**config.mk**
```make
export PLATFORM = sky130hd
export DESIGN_NAME = dro_command_stream_decoder_unit_flat
export DESIGN_NICKNAME = d
export VERILOG_FILES = /design/src/rtl/dro_pkg.sv /design/src/rtl/dro_if.sv /design/src/rtl/dro_command_stream_decoder_unit.sv /design/src/flat_wrapper.sv
export SDC_FILE = /design/constraint.sdc
export NUM_CORES = 1
export LEC_CHECK = 0
export BUFFER_PORTS_ARGS = -buffer_cell sky130_fd_sc_hd__buf_2
export CAP_MARGIN = 0
export CELL_PAD_IN_SITES_DETAIL_PLACEMENT = 1
export CELL_PAD_IN_SITES_GLOBAL_PLACEMENT = 1
export CORE_MARGIN = 10
export CORE_UTILIZATION = 55
export DETAILED_ROUTE_END_ITERATION = 8
export PLACE_DENSITY_LB_ADDON = 0.1
export SLEW_MARGIN = 25
export SYNTH_ARGS = -nofsm -noshare
export SYNTH_HDL_FRONTEND = slang
export SYNTH_SLANG_ARGS = --single-unit
```
**constraint.sdc**
```tcl
create_clock -name clk -period 12.8 [get_ports clk]
set_clock_uncertainty 0.15 [all_clocks]
set_input_delay 2.56 -clock clk [delete_from_list [all_inputs] [get_ports clk]]
set_output_delay 2.56 -clock clk [all_outputs]
set_load 0.1 [all_outputs]
```
**src/rtl/dro_pkg.sv**
```systemverilog
package dro_pkg;

  // Codemap storage.
  localparam int CM_DEPTH = 128;
  localparam int CM_AW = (CM_DEPTH > 1) ? $clog2(CM_DEPTH) : 1;

  // Field widths.
  localparam int CMD_W = 2;
  localparam int BYTE_W = 8;
  localparam int IDX_W = 7;
  localparam int DELAY_W = 17;
  localparam int CFG_IDX_W = 3;
  localparam int CFG_DATA_W = 8;

  // Request commands.
  localparam logic [CMD_W-1:0] CMD_BYTE = 2'd0;
  localparam logic [CMD_W-1:0] CMD_LOAD = 2'd1;
  localparam logic [CMD_W-1:0] CMD_RESTART = 2'd2;

  // Configuration register indexes.
  localparam logic [CFG_IDX_W-1:0] CFG_FORMAT = 3'd0;
  localparam logic [CFG_IDX_W-1:0] CFG_HARDWARE = 3'd1;
  localparam logic [CFG_IDX_W-1:0] CFG_SHORT_DELAY = 3'd2;
  localparam logic [CFG_IDX_W-1:0] CFG_LONG_DELAY = 3'd3;
  localparam logic [CFG_IDX_W-1:0] CFG_CM_LENGTH = 3'd4;

  // Hardware types.
  localparam logic [7:0] HW_OPL2 = 8'd0;
  localparam logic [7:0] HW_OPL3 = 8'd1;
  localparam logic [7:0] HW_DUAL_OPL2 = 8'd2;

  // Result kinds.
  localparam logic KIND_WRITE = 1'b0;
  localparam logic KIND_DELAY = 1'b1;

  typedef struct packed {
    logic               kind;
    logic               chip;
    logic [BYTE_W-1:0]  register_number;
    logic [BYTE_W-1:0]  register_value;
    logic [DELAY_W-1:0] delay_ms;
  } result_t;

endpackage

```
**src/rtl/dro_if.sv**
```systemverilog
interface dro_in_if import dro_pkg::*; ();
  logic              valid;
  logic              ready;
  logic [CMD_W-1:0]  command;
  logic [BYTE_W-1:0] data_byte;
  logic [IDX_W-1:0]  table_index;

  modport source (output valid, command, data_byte, table_index, input ready);
  modport sink (input valid, command, data_byte, table_index, output ready);
endinterface

interface dro_out_if import dro_pkg::*; ();
  logic               valid;
  logic               ready;
  logic               kind;
  logic               chip;
  logic [BYTE_W-1:0]  register_number;
  logic [BYTE_W-1:0]  register_value;
  logic [DELAY_W-1:0] delay_ms;

  modport source (output valid, kind, chip, register_number, register_value, delay_ms,
                  input ready);
  modport sink (input valid, kind, chip, register_number, register_value, delay_ms,
                output ready);
endinterface

```
**src/rtl/dro_command_stream_decoder_unit.sv**
```systemverilog
// DRO command stream decoder.
// The stream channel takes one request per cycle unless stalled: a stream byte,
// a codemap load, or a parser restart. The result channel gives register writes and
// millisecond delays, at most one per request. Configuration is written
// through cfg_we / cfg_index / cfg_data; the user must do so only while no
// request is in flight, and the block itself does not enforce this. A result
// passes through the read stage (codemap read) and then the output register.
// Throughput: one request per cycle while stream.ready is high.
// The parser state lives in flip-flops; the codemap is a synchronous RAM
// with one write port (loads) and one registered read port (translation).
// A load and a translating read never fall on the same edge, and a read
// always follows every earlier load, so no forwarding is needed.
// When the receiver stalls, one result waits in the output register and
// one more in the read stage; requests that give no result keep flowing,
// and stream.ready drops only while both slots are full.
// Reset (synchronous, active high) returns the configuration to its
// defaults, idles the parser and empties the pipeline; the codemap keeps
// its contents and is undefined until loaded.
module dro_command_stream_decoder_unit import dro_pkg::*; (
  input  logic                  clk,
  input  logic                  rst,
  dro_in_if.sink                stream,
  dro_out_if.source             result,
  input  logic                  cfg_we,
  input  logic [CFG_IDX_W-1:0]  cfg_index,
  input  logic [CFG_DATA_W-1:0] cfg_data
);

  localparam logic [2:0] PH_IDLE = 3'd0;
  localparam logic [2:0] PH_DELAY8 = 3'd1;
  localparam logic [2:0] PH_D16_LO = 3'd2;
  localparam logic [2:0] PH_D16_HI = 3'd3;
  localparam logic [2:0] PH_ESCAPE = 3'd4;
  localparam logic [2:0] PH_OLD_VALUE = 3'd5;
  localparam logic [2:0] PH_NEW_VALUE = 3'd6;

  // Configuration.
  logic       format_mode;
  logic [7:0] hardware_type;
  logic [7:0] short_delay_code;
  logic [7:0] long_delay_code;
  logic [7:0] codemap_length;

  // Parser state.
  logic [2:0]        phase, phase_next;
  logic [BYTE_W-1:0] code_latch, code_latch_next;
  logic [BYTE_W-1:0] low_latch, low_latch_next;
  logic              chip_select, chip_select_next;

  // Codemap.
  logic [BYTE_W-1:0] codemap_mem [CM_DEPTH];
  logic [BYTE_W-1:0] cm_rdata;

  // Read stage and output register.
  logic    s1_valid;
  result_t s1_res;
  logic    s1_xlat;
  result_t s1_fwd;
  logic    out_valid;
  result_t out_res;

  logic    accept, s1_load, s1_adv;
  logic    res_v, res_xlat;
  result_t res;
  logic [2:0] ph_eff;
  logic [BYTE_W-1:0] b;

  assign b = stream.data_byte;
  assign s1_adv = !out_valid || result.ready;
  assign stream.ready = !s1_valid || s1_adv;
  assign accept = stream.valid && stream.ready;
  assign s1_load = accept && res_v;

  always_ff @(posedge clk) begin
    if (rst) begin
      format_mode <= 1'b0;
      hardware_type <= 8'd0;
      short_delay_code <= 8'd0;
      long_delay_code <= 8'd1;
      codemap_length <= 8'd0;
    end else if (cfg_we) begin
      case (cfg_index)
        CFG_FORMAT: format_mode <= cfg_data[0];
        CFG_HARDWARE: hardware_type <= cfg_data;
        CFG_SHORT_DELAY: short_delay_code <= cfg_data;
        CFG_LONG_DELAY: long_delay_code <= cfg_data;
        CFG_CM_LENGTH: codemap_length <= cfg_data;
        default: ;
      endcase
    end
  end

  always_comb begin
    phase_next = phase;
    code_latch_next = code_latch;
    low_latch_next = low_latch;
    chip_select_next = chip_select;
    res_v = 1'b0;
    res_xlat = 1'b0;
    res = '0;
    ph_eff = (phase > PH_OLD_VALUE) ? PH_IDLE : phase;
    if (accept) begin
      case (stream.command)
        CMD_RESTART: begin
          phase_next = PH_IDLE;
          code_latch_next = '0;
          low_latch_next = '0;
          chip_select_next = 1'b0;
        end
        CMD_BYTE: begin
          if (format_mode) begin
            if (phase == PH_NEW_VALUE) begin
              phase_next = PH_IDLE;
              if (code_latch == short_delay_code) begin
                res_v = 1'b1;
                res.kind = KIND_DELAY;
                res.delay_ms = DELAY_W'({1'b0, b} + 9'd1);
              end else if (code_latch == long_delay_code) begin
                res_v = 1'b1;
                res.kind = KIND_DELAY;
                res.delay_ms = DELAY_W'({{1'b0, b} + 9'd1, 8'd0});
              end else if (hardware_type <= HW_DUAL_OPL2) begin
                res_v = 1'b1;
                res.kind = KIND_WRITE;
                res.chip = code_latch[7];
                res.register_number = {1'b0, code_latch[6:0]};
                res.register_value = b;
                res_xlat = ({1'b0, code_latch[6:0]} < codemap_length) &&
                           (int'(code_latch[6:0]) < CM_DEPTH);
              end
            end else begin
              code_latch_next = b;
              phase_next = PH_NEW_VALUE;
            end
          end else begin
            case (ph_eff)
              PH_DELAY8: begin
                phase_next = PH_IDLE;
                res_v = 1'b1;
                res.kind = KIND_DELAY;
                res.delay_ms = DELAY_W'({1'b0, b} + 9'd1);
              end
              PH_D16_LO: begin
                low_latch_next = b;
                phase_next = PH_D16_HI;
              end
              PH_D16_HI: begin
                phase_next = PH_IDLE;
                res_v = 1'b1;
                res.kind = KIND_DELAY;
                res.delay_ms = {1'b0, b, low_latch} + DELAY_W'(1);
              end
              PH_ESCAPE: begin
                code_latch_next = b;
                phase_next = PH_OLD_VALUE;
              end
              PH_OLD_VALUE: begin
                phase_next = PH_IDLE;
                res.kind = KIND_WRITE;
                res.register_number = code_latch;
                res.register_value = b;
                if (hardware_type == HW_OPL2) begin
                  res_v = 1'b1;
                end else if (hardware_type == HW_OPL3 || hardware_type == HW_DUAL_OPL2) begin
                  res_v = 1'b1;
                  res.chip = chip_select;
                end
              end
              default: begin
                // Command byte. On a single OPL2 the chip selects are plain registers.
                if (b == 8'd0) begin
                  phase_next = PH_DELAY8;
                end else if (b == 8'd1) begin
                  phase_next = PH_D16_LO;
                end else if (b == 8'd2 && hardware_type != HW_OPL2) begin
                  chip_select_next = 1'b0;
                  phase_next = PH_IDLE;
                end else if (b == 8'd3 && hardware_type != HW_OPL2) begin
                  chip_select_next = 1'b1;
                  phase_next = PH_IDLE;
                end else if (b == 8'd4) begin
                  phase_next = PH_ESCAPE;
                end else begin
                  code_latch_next = b;
                  phase_next = PH_OLD_VALUE;
                end
              end
            endcase
          end
        end
        default: ;
      endcase
    end
  end

  always_ff @(posedge clk) begin
    if (rst) begin
      phase <= PH_IDLE;
      code_latch <= '0;
      low_latch <= '0;
      chip_select <= 1'b0;
    end else begin
      phase <= phase_next;
      code_latch <= code_latch_next;
      low_latch <= low_latch_next;
      chip_select <= chip_select_next;
    end
  end

  // Codemap RAM: load port and registered translation read.
  always_ff @(posedge clk) begin
    if (accept && stream.command == CMD_LOAD && int'(stream.table_index) < CM_DEPTH) begin
      codemap_mem[stream.table_index[CM_AW-1:0]] <= b;
    end
    if (s1_load) begin
      cm_rdata <= codemap_mem[code_latch[CM_AW-1:0]];
    end
  end

  always_ff @(posedge clk) begin
    if (rst) begin
      s1_valid <= 1'b0;
    end else begin
      s1_valid <= s1_load || (s1_valid && !s1_adv);
    end
  end

  always_ff @(posedge clk) begin
    if (s1_load) begin
      s1_res <= res;
      s1_xlat <= res_xlat;
    end
  end

  always_ff @(posedge clk) begin
    if (rst) begin
      out_valid <= 1'b0;
    end else if (s1_adv) begin
      out_valid <= s1_valid;
    end
  end

  always_comb begin
    s1_fwd = s1_res;
    if (s1_xlat) begin
      s1_fwd.register_number = cm_rdata;
    end
  end

  always_ff @(posedge clk) begin
    if (s1_adv && s1_valid) begin
      out_res <= s1_fwd;
    end
  end

  assign result.valid = out_valid;
  assign result.kind = out_res.kind;
  assign result.chip = out_res.chip;
  assign result.register_number = out_res.register_number;
  assign result.register_value = out_res.register_value;
  assign result.delay_ms = out_res.delay_ms;

  // A waiting result in the read stage must not be lost while the output is blocked.
  assert property (@(posedge clk) disable iff (rst)
    s1_valid && !s1_adv |=> s1_valid)
    else $error("read stage dropped a pending result");

  // Delays are never zero, and writes carry no delay.
  assert property (@(posedge clk) disable iff (rst)
    result.valid && result.kind == KIND_DELAY |-> result.delay_ms != '0)
    else $error("delay result with zero length");

  assert property (@(posedge clk) disable iff (rst)
    result.valid && result.kind == KIND_WRITE |-> result.delay_ms == '0)
    else $error("write result with nonzero delay");

  // A result can only enter the read stage when there is room for it.
  assert property (@(posedge clk) disable iff (rst)
    s1_load |-> !s1_valid || s1_adv)
    else $error("read stage overwritten");

endmodule

```
**src/flat_wrapper.sv**
```systemverilog
// flat-port wrapper written by rule: the top's interface ports become plain ports
module dro_command_stream_decoder_unit_flat import dro_pkg::*;
  (clk, rst, cfg_we, cfg_index, cfg_data, stream_valid, stream_command, stream_data_byte, stream_table_index, stream_ready, result_valid, result_kind, result_chip, result_register_number, result_register_value, result_delay_ms, result_ready);
  dro_in_if stream_i ();
  dro_out_if result_i ();
  input  logic clk;
  input  logic rst;
  input  logic cfg_we;
  input  logic [CFG_IDX_W-1:0] cfg_index;
  input  logic [CFG_DATA_W-1:0] cfg_data;
  input wire logic [$bits(stream_i.valid)-1:0] stream_valid;
  input wire logic [$bits(stream_i.command)-1:0] stream_command;
  input wire logic [$bits(stream_i.data_byte)-1:0] stream_data_byte;
  input wire logic [$bits(stream_i.table_index)-1:0] stream_table_index;
  output wire logic [$bits(stream_i.ready)-1:0] stream_ready;
  output wire logic [$bits(result_i.valid)-1:0] result_valid;
  output wire logic [$bits(result_i.kind)-1:0] result_kind;
  output wire logic [$bits(result_i.chip)-1:0] result_chip;
  output wire logic [$bits(result_i.register_number)-1:0] result_register_number;
  output wire logic [$bits(result_i.register_value)-1:0] result_register_value;
  output wire logic [$bits(result_i.delay_ms)-1:0] result_delay_ms;
  input wire logic [$bits(result_i.ready)-1:0] result_ready;
  assign stream_i.valid = stream_valid;
  assign stream_i.command = stream_command;
  assign stream_i.data_byte = stream_data_byte;
  assign stream_i.table_index = stream_table_index;
  assign stream_ready = stream_i.ready;
  assign result_valid = result_i.valid;
  assign result_kind = result_i.kind;
  assign result_chip = result_i.chip;
  assign result_register_number = result_i.register_number;
  assign result_register_value = result_i.register_value;
  assign result_delay_ms = result_i.delay_ms;
  assign result_i.ready = result_ready;
  dro_command_stream_decoder_unit u_core (.clk(clk), .rst(rst), .stream(stream_i), .result(result_i), .cfg_we(cfg_we), .cfg_index(cfg_index), .cfg_data(cfg_data));
endmodule
```
==> metrics.md <==
| Metric | Value |
|---|---|
| Status | `finished clean` |
| Crit path DAT | `3.26 ns` |
| First-pass GRT wire length | `174000 microns` |
| GPL Wtd Cong | `0.849` |
| Post-layout min period | `5.97 ns` |
| Worst Path Required | `10.09 ns` |
| PwrDens | `150 nW/um^2` |
| 1st-iter DRT viols | `2887` |
| Antenna cells | `0` |
| Gr usage total | `24.9%` |
| Worst-skew pair later-pin latency | `0.67 ns` |
| Library cells used by synthesis | `58` |
| Ys async rst share | `0%` |
| Number of global-route vias before repair | `25000` |
| Fill cells | `6945` |
| Main synth FF type | `edfxtp_1` |
| Worst hold start | `u_core.s1_fwd[1]` |
| Largest net degree at the start of global routing | `145` |
| DP HPWL | `71000 microns` |
| Antenna-violating nets left | `0` |
| Routed WL | `117000 microns` |
| Slew margin rel. | `31.6%` |
| I/O pin count | `70` |
| Tcrit/Tclk final | `46.7%` |
| Core area | `81800 sq um` |
| CP delay by family, top | `buffers and inverters` |
| Drt wl/cell | `31.2 microns` |
| RSZ-0062 raised after global routing | `no` |
| Area Growth Syn to Fin | `11.3%` |
| CTS tree | `yes` |
| Cell count after synthesis | `2489` |
| Start point of the critical path | `result_ready` |
| Synthesized area | `45300 sq um` |
| Sequential-to-total area share from yosys stat | `75.5%` |
| Drt pass-1 iters | `5` |
| Critical path depth in cells | `3` |
| FF-to-FF setup slack | `8.37 ns` |
| Peak supply drop | `132 uV` |
| Worst hold slack | `0.269 ns` |
| Worst setup SP type | `input port` |
| Final WS setup | `6.83 ns` |
| Chip Height | `307 microns` |
| HP Class | `reg2reg` |
| Hold Path Stages | `0` |
| # setup viols final | `0` |
| Pre-CTS setup slack | `6.78 ns` |
| Buf/Inv on CP | `2` |
| Post-synth EDFFs | `1103` |
| Max Freq | `167 MHz` |
| Synthesized area per cell | `18.2 sq um` |
| Number of flip-flops in the largest register | `1024` |
| Root Buffer Master | `clkbuf_16` |
| Slowest cell on crit path | `buf_2` |
| Ratio of cells with drive above 1 in the final layout | `18.4%` |
| Critical Path, Cell by Cell | `buf_2, nand3b_1, buf_2` |
| GRT overflow | `0` |
| Postcts setup bufs | `0` |
| Synth Warn # | `0` |
| Initial Utilization | `55.4%` |
| Cts-stage hold buffer count | `0` |
| H-tree depth | `3` |
| Seq cells post-synth | `1158` |
| Die footprint | `94300 sq um` |
| Inserted Clock Buffers | `112` |
| Worst Setup End Kind | `output pin` |
| Final Max Slew Viols | `0` |
| Max FO, Critical Path | `4` |
| Clk pin slew, worst setup/hold paths | `0.06 ns` |
| Cell mode on critical path | `buf_2` |
| Die Wd | `307 microns` |
| Row count | `105` |
| Lkg Pwr | `15.5 nW` |
| Port Buffers | `69` |
| Max stage delay on crit path | `0.46 ns` |
| Setup TNS | `0 ns` |
| Worst reg2reg startpoint | `u_core.code_latch[0]` |
| R2R depth | `7` |
| # nets final | `2624` |
| Hold Violations, Final | `0` |
| Crit Path Class | `in2out` |
| Vias | `24100` |
| Via density | `6.42` |
| # DRC | `0` |
| Worst Tran Pin Value | `1.02 ns` |
| Resized cells post-CTS | `0` |
| Clk sinks | `1158` |
| Syn nets | `2533` |
| Max-cap viol count | `0` |
| Clk buf depth | `3` |
| Initial antenna violation count | `7` |
[Yosys cell counts, types with 20 or more instances]
cell      number  area share, %
nor3_1        20           0.22
dfxtp_1       55            2.4
nand3_1       33           0.36
mux2i_1      152            3.4
a211oi_1      58           0.96
mux4_2       192            9.5
nand2_1      168            1.4
buf_2         35           0.39
a22oi_1       73            1.2
edfxtp_1    1103             73
clkbuf_1      84           0.70
o21ai_0       26           0.29
nor2_1       200            1.7
o22ai_1       56           0.77
a21oi_1       41           0.45
[power by group]
part / switching (mW) / total, mW / internal, mW
sequential: 0.00885 / 4.16 / 4.15
clock: 1.41 / 3.20 / 1.79
combinational: 0.164 / 0.220 / 0.0558
total: 1.58 / 7.58 / 6.00
[routing by layer]
metal | share of wire (%) | global-route usage (%) | wire length, microns
met1 | 42 | 35.5 | 49500
met2 | 49 | 40.6 | 57100
met3 | 6.7 | 3.55 | 7870
met4 | 2.2 | 6.23 | 2580
met5 | 0.056 | 0 | 65
[final timing paths]
path / end
max: stream_ready
min: u_core.result.delay_ms[1]
min reg2reg: u_core.result.delay_ms[1]
max reg2reg: u_core.cm_rdata[1]
[layout make-up]
class                           count  area, sq um  share of cell area [%]
Inverter                           15         56.3                   0.112
Clock buffer                      142         2980                    5.90
Sequential cell                  1158        34200                    67.8
Timing Repair Buffer              107          714                    1.42
Tap cell                         1070         1340                    2.65
Multi-Input combinational cell   1186        10600                    20.9
Clock inverter                     70          587                    1.16
[cells by family after synthesis]
| kind of cell | Yosys count | share of synthesized area [%] |
|---|---|---|
| simple gates | 509 | 4.93 |
| compound gates | 283 | 4.26 |
| buf+inv | 145 | 1.32 |
| flops | 1158 | 75.5 |
| fa+ha+maj | 11 | 0.304 |
| xor+xnor | 31 | 0.599 |
| mux | 352 | 13.1 |
[placed cells by master (no fill, tap or decap), types with 9 or more instances in the layout]
cell,n
o21ai_0,26
inv_1,15
o22ai_1,56
mux4_2,192
and2_1,14
nand3b_1,9
a22oi_1,73
buf_2,60
clkbuf_1,25
dfxtp_1,53
mux2i_1,152
a21oi_1,41
nor2_1,199
nand2_1,167
clkinv_1,24
clkbuf_16,113
xnor2_1,19
a211oi_1,58
nor4_1,11
nand3_1,32
xor2_1,12
ha_1,11
buf_4,42
clkinv_2,21
nor3_1,20
nor2b_1,18
edfxtp_1,1103
[through the flow]
stage / power, mW / utilization (%) / cell area (sq um) / cells
after global routing: 7.80 / 61.7 / 50500 / 3748
after CTS: 7.62 / 61.6 / 50500 / 3748
after floorplan: 4.33 / - / 45300 / 2489
final: 7.58 / 61.7 / 50500 / 3748
after global placement: 4.45 / 57.3 / 46900 / 3535
after detailed placement: 4.46 / 57.3 / 46900 / 3536
No activity file was read; power rests on OpenSTA's default activity.
